### src/rtl/core/mfab_pkg.sv
// Shared types and constants for the mesh face adjacency builder.
`default_nettype none
package mfab_pkg;

  localparam int DEF_MAX_FACES   = 256;
  localparam int DEF_MAX_CORNERS = 8;
  localparam int VTX_W           = 10;
  localparam int NBR_W           = 9;
  localparam int IN_DATA_W       = 24;
  localparam int OUT_DATA_W      = 16;

  typedef enum logic [1:0] {
    REQ_LOAD    = 2'd0,
    REQ_COMPUTE = 2'd1,
    REQ_READ    = 2'd2,
    REQ_CLEAR   = 2'd3
  } req_t;

  localparam logic [1:0] ST_OK    = 2'd0;
  localparam logic [1:0] ST_OVF   = 2'd1;
  localparam logic [1:0] ST_RANGE = 2'd2;

  typedef struct packed {
    logic load;
    logic clr;
    logic rd_req;
    logic rd_done;
    logic cmp_done;
    logic i_clr;
    logic i_inc;
    logic rd_size_i;
    logic n1_ld;
    logic e1_clr;
    logic e1_inc;
    logic rd_e1;
    logic v_ld;
    logic j_clr;
    logic j_inc;
    logic rd_size_j;
    logic n2_ld;
    logic e2_clr;
    logic e2_inc;
    logic wr_n1;
    logic wr_n2;
  } cmd_t;

  typedef struct packed {
    logic i_end;
    logic e1_end;
    logic j_end;
    logic j_is_i;
    logic e2_end;
    logic nbr_set;
    logic match;
    logic out_valid;
  } sts_t;

endpackage
`default_nettype wire

### src/rtl/core/mfab_ctrl.sv
// Controller: request decode and the face-pair scan sequencer.
`default_nettype none
module mfab_ctrl import mfab_pkg::*; (
  input  wire logic       clk,
  input  wire logic       rst,
  input  wire logic       s_tvalid,
  input  wire logic [1:0] s_tuser,
  output logic            s_tready,
  input  wire logic       m_tready,
  input  wire sts_t       sts,
  output cmd_t            cmd
);

  typedef enum logic [10:0] {
    S_IDLE = 11'b00000000001,
    S_RD   = 11'b00000000010,
    S_CI   = 11'b00000000100,
    S_CIW  = 11'b00000001000,
    S_CE1  = 11'b00000010000,
    S_CE1W = 11'b00000100000,
    S_CJ   = 11'b00001000000,
    S_CJW  = 11'b00010000000,
    S_CE2  = 11'b00100000000,
    S_CE2W = 11'b01000000000,
    S_CWR2 = 11'b10000000000
  } state_t;

  state_t state, state_next;
  logic   accept;

  assign s_tready = (state == S_IDLE) && !(sts.out_valid && !m_tready);
  assign accept   = s_tvalid && s_tready;

  always_ff @(posedge clk) begin
    if (rst) state <= S_IDLE;
    else state <= state_next;
  end

  always_comb begin
    cmd        = '0;
    state_next = state;
    case (state)
      S_IDLE: begin
        if (accept) begin
          case (s_tuser)
            REQ_LOAD:    cmd.load = 1'b1;
            REQ_CLEAR:   cmd.clr  = 1'b1;
            REQ_READ: begin
              cmd.rd_req = 1'b1;
              state_next = S_RD;
            end
            default: begin
              cmd.i_clr  = 1'b1;
              state_next = S_CI;
            end
          endcase
        end
      end
      S_RD: begin
        cmd.rd_done = 1'b1;
        state_next  = S_IDLE;
      end
      S_CI: begin
        if (sts.i_end) begin
          cmd.cmp_done = 1'b1;
          state_next   = S_IDLE;
        end else begin
          cmd.rd_size_i = 1'b1;
          state_next    = S_CIW;
        end
      end
      S_CIW: begin
        cmd.n1_ld  = 1'b1;
        cmd.e1_clr = 1'b1;
        state_next = S_CE1;
      end
      S_CE1: begin
        if (sts.e1_end) begin
          cmd.i_inc  = 1'b1;
          state_next = S_CI;
        end else begin
          cmd.rd_e1  = 1'b1;
          state_next = S_CE1W;
        end
      end
      S_CE1W: begin
        if (sts.nbr_set) begin
          cmd.e1_inc = 1'b1;
          state_next = S_CE1;
        end else begin
          cmd.v_ld   = 1'b1;
          cmd.j_clr  = 1'b1;
          state_next = S_CJ;
        end
      end
      S_CJ: begin
        if (sts.j_end) begin
          cmd.e1_inc = 1'b1;
          state_next = S_CE1;
        end else if (sts.j_is_i) begin
          cmd.j_inc = 1'b1;
        end else begin
          cmd.rd_size_j = 1'b1;
          state_next    = S_CJW;
        end
      end
      S_CJW: begin
        cmd.n2_ld  = 1'b1;
        cmd.e2_clr = 1'b1;
        state_next = S_CE2;
      end
      S_CE2: begin
        if (sts.e2_end) begin
          cmd.j_inc  = 1'b1;
          state_next = S_CJ;
        end else begin
          state_next = S_CE2W;
        end
      end
      S_CE2W: begin
        if (sts.match) begin
          cmd.wr_n1  = 1'b1;
          state_next = S_CWR2;
        end else begin
          cmd.e2_inc = 1'b1;
          state_next = S_CE2;
        end
      end
      S_CWR2: begin
        cmd.wr_n2  = 1'b1;
        cmd.j_inc  = 1'b1;
        state_next = S_CJ;
      end
      default: state_next = S_IDLE;
    endcase
  end

endmodule
`default_nettype wire

### config.mk
export PLATFORM = sky130hd
export DESIGN_NAME = mfab_ctrl
export DESIGN_NICKNAME = d
export VERILOG_FILES = /design/src/rtl/core/mfab_pkg.sv /design/src/rtl/core/mfab_ctrl.sv
export SDC_FILE = /design/constraint.sdc
export NUM_CORES = 1
export LEC_CHECK = 0
export CAP_MARGIN = 5
export CORE_MARGIN = 2
export CORE_UTILIZATION = 50
export DETAILED_ROUTE_END_ITERATION = 16
export DONT_BUFFER_PORTS = 1
export PLACE_DENSITY = 0.64
export SYNTH_ARGS = -nofsm -noshare
export SYNTH_HDL_FRONTEND = slang
export SYNTH_SLANG_ARGS = --single-unit
### constraint.sdc
create_clock -name clk -period 2.4 [get_ports clk]
set_clock_uncertainty 0.2 [all_clocks]
set_input_delay 0 -clock clk [delete_from_list [all_inputs] [get_ports clk]]
set_output_delay 0 -clock clk [all_outputs]
set_load 0.01 [all_outputs]
==> summary.txt <==
Run status
  – Status: completed

Yosys
  – Post-Syn Nets: between 100 and 150
  – Ys Warns: 0
  – Compound-Gate Fraction of Synth Area: roughly 14%
  – Synth Area in XOR/XNOR: between 1.5 and 2%
  – Top cell type's share of synthesized area: about 25%
  – Main synth FF type: dfxtp_1
  – Simple-Gate Fraction of Synth Area: a little over two fifths
  – Post-synthesis mux area share: 0%
  – Post-synth top area cell: dfxtp_1
  – Cell Area, Synth: 890.9 um^2
  – Asr flop ratio synth: 0%
  – Synth unique cells: 35
  – Cells after Synth: between 100 and 150
  – Number of enable flip-flop cells after synthesis: 0
  – Top area cells in the synthesized netlist: dfxtp_1 25%, ha_1 5.6%, nor2_1 5.1%
  – Flops & latches, synth: 11
  – Seq/Total Area, Yosys: 24.72%
  – Synth Area in Adders: just under 7%
  – Syn_area_per_cell: roughly 8.0 um^2
  – Largest family of logic cells by synthesized area: simple AND/OR/NAND/NOR gates
  – List of most frequent post-synthesis cells: 12 x nor2_1, 11 x dfxtp_1, 10 x inv_1, 7 x and2_1
  – Cell with the most instances after synthesis: nor2_1

Power and ir drop
  – Pwr dens: 487.6 mW/mm^2
  – VDD IR max: 0.3029 mV
  – Leak Pwr: 0.4845 nW
  – Power, Total: 0.5186 mW

STA
  – Fmax achieved: 432.8 MHz
  – Final TNS setup: 0 ns
  – Hold Fails Final Rpt: 0
  – Period utilization: 96.27%
  – Final setup vio count: 0
  – Minimum clock period: approximately 2.3 ns
  – Hold WS: approximately 0.015 ns
  – Final-report max-slew violation count: 0
  – Worst rel slew slack: 76.76%
  – Slew at the pin closest to its max-slew limit: between 0.3 and 0.4 ns

Die
  – Initial Utilization: 52.16%
  – Top-level port count: 36
  – Die ar.: approximately 0.0021 mm^2
  – Core area: 0.001708 mm^2
  – Die Y: 46.21 um
  – Cell row count: 15
  – Chip width: 46.21 um

Routing
  – Post-DR wirelength/cell: around 15 um
  – Vias: about 890
  – DR WL met3: roughly 160 um
  – DR pass1 iterations: 4
  – Routed metal-1 wire length: 1008 um
  – Vias/cell: between 5 and 6
  – Top sig layer: met4
  – Total wire length: about 2200 um
  – Met2 WL: 1028 um
  – Antenna Nets Post-Route: 0
  – DRC Markers: 0
  – DR iter-0 viols: 25

Layout
  – Layout cell share with drive strength beyond 1: between 10% and 20%
  – N_diodes: 0
  – Fin nets: ~140
  – Max FFs per register: 11
  – Area delta synth->final: 19.38%
  – Reg with most FFs: state
  – Final Non-Filler Cells: 150
  – Largest registers: state: 11 flops

GRT
  – Initial antenna violation count: 0
  – GRT overflow: 0
  – Wire length of the first global-routing pass: about 3400 um
  – Largest net degree at the start of global routing: 10
  – GRT Total Usage: about 23%
  – Number of global-route vias before repair: 828

Critical path
  – CP endpoint kind: flop
  – CP Max Fanout: 9
  – Worst setup SP type: flop
  – Req. time, crit path: 2.42 ns
  – Arrival time worst endpoint: ~2.3 ns
  – Cell Chain, Critical Path: or4_4 -> nor2_1 -> nand3_1 -> nor3_1 -> dlygate4sd3_1
  – Slowest CP cell: or4_4
  – Crit-path max cell delay: about 0.6 ns
  – Crit Path Category: flop to flop

Placement
  – Placed cells: around 130
  – GPL Wtd Cong: 0.9000
  – Number of buffers added on ports: 0
  – DP HPWL: between 1500 and 2000 um

CTS
  – Num Clock Sinks: 11
  – CTS tree: done
  – Clock buffer depth: 2
  – Clock latency on the worst-skew pair: 0.28 ns
  – Clock Pin Slew Worst Setup and Hold Paths: 0.07 ns
  – Root Buffer: clkbuf_4
  – H-tree Lvls: 1
  – Num CTS Buffers: 3

Job
  – Maxcap violations: 0

Worst hold path
  – Worst Hold Class: primary input to flop
stage by stage:
| stage | area [um^2] | setup slack [ns] | util [%] |
|---|---|---|---|
| after global placement | 884.6 | 0.3980 | 51.79 |
| final | 1064 | 0.08962 | 62.27 |
| after detailed placement | 884.6 | 0.4265 | 51.79 |
| after global routing | 1064 | -0.005466 | 62.27 |
| after floorplan | 890.9 | 0.4660 | - |
| after CTS | 1041 | 0.06633 | 60.95 |
cells in the final DEF, fill, tap and decap left out, types with 2 or more instances in the layout:
cell type,Yosys,routed
buf_4,4,2
ha_1,4,4
nor2b_1,5,5
or3_1,3,3
nor3_1,5,5
and4_1,2,2
a2bb2oi_1,2,2
and3_1,5,5
xor2_1,2,2
clkbuf_4,0,3
nand4_1,4,4
or4b_1,2,2
nor4_1,3,2
dlygate4sd3_1,0,13
nor2_1,12,11
and2_1,7,7
o211ai_1,4,4
a21oi_1,3,3
inv_1,10,10
dfxtp_1,11,11
or4_4,2,2
nand2_1,3,3
o21a_1,3,3
nand4b_1,2,2
kinds of logic after synthesis:
group,after synthesis
AO/OA/AOI/OAI,16
XOR/XNOR,2
adder cells (fa/ha/maj),5
buffers and inverters,16
flip-flops,11
AND/OR/NAND/NOR,62
report_power, final:
| part | internal, mW | switching, mW | leakage (nW) |
|---|---|---|---|
| combinational | 0.0844 | 0.0913 | 0.381 |
| clock | 0.0645 | 0.0679 | 0.0150 |
| sequential | 0.192 | 0.0189 | 0.0890 |
final timing paths:
| path | from | to | slack (ns) | cells past startpoint |
|---|---|---|---|---|
| worst max-delay path | state[4] | state[3] | 0.09 | 5 |
| worst min-delay path | sts[2] | state[4] | 0.01 | 4 |
| worst max register to register | state[4] | state[3] | 0.09 | 5 |
| worst min register to register | state[9] | state[8] | 0.43 | 2 |
critical path: cells and delay by family (launching register included):
| family | cells | cell delay (ns) |
|---|---|---|
| buf+inv | 1 | 0.55 |
| flops | 1 | 0.40 |
| simple gates | 4 | 1.09 |
area by class of cell:
class / instances / area, um^2
multi-input cells: 85 / 603.1
flip-flops and latches: 11 / 220.2
well taps: 25 / 31.28
repair buffers: 15 / 145.1
clock buffers: 4 / 26.28
inverters: 10 / 37.54
fillers: 156 / 644.4
routing by layer:
layer	up-vias	global-route usage, %
met2	41	36.94
met4	0	9.143
li1	426	-
met3	7	7.059
met1	417	28.21
met5	-	0
timing repair:
item | CTS | global route
hold buffers | 13 | 0
gates resized for setup | 0 | 3
setup endpoints to repair | 0 | 2
endpoints found under the hold margin | 19 | 0
setup buffers | 0 | 1
Power figures use the tool's default switching activity.
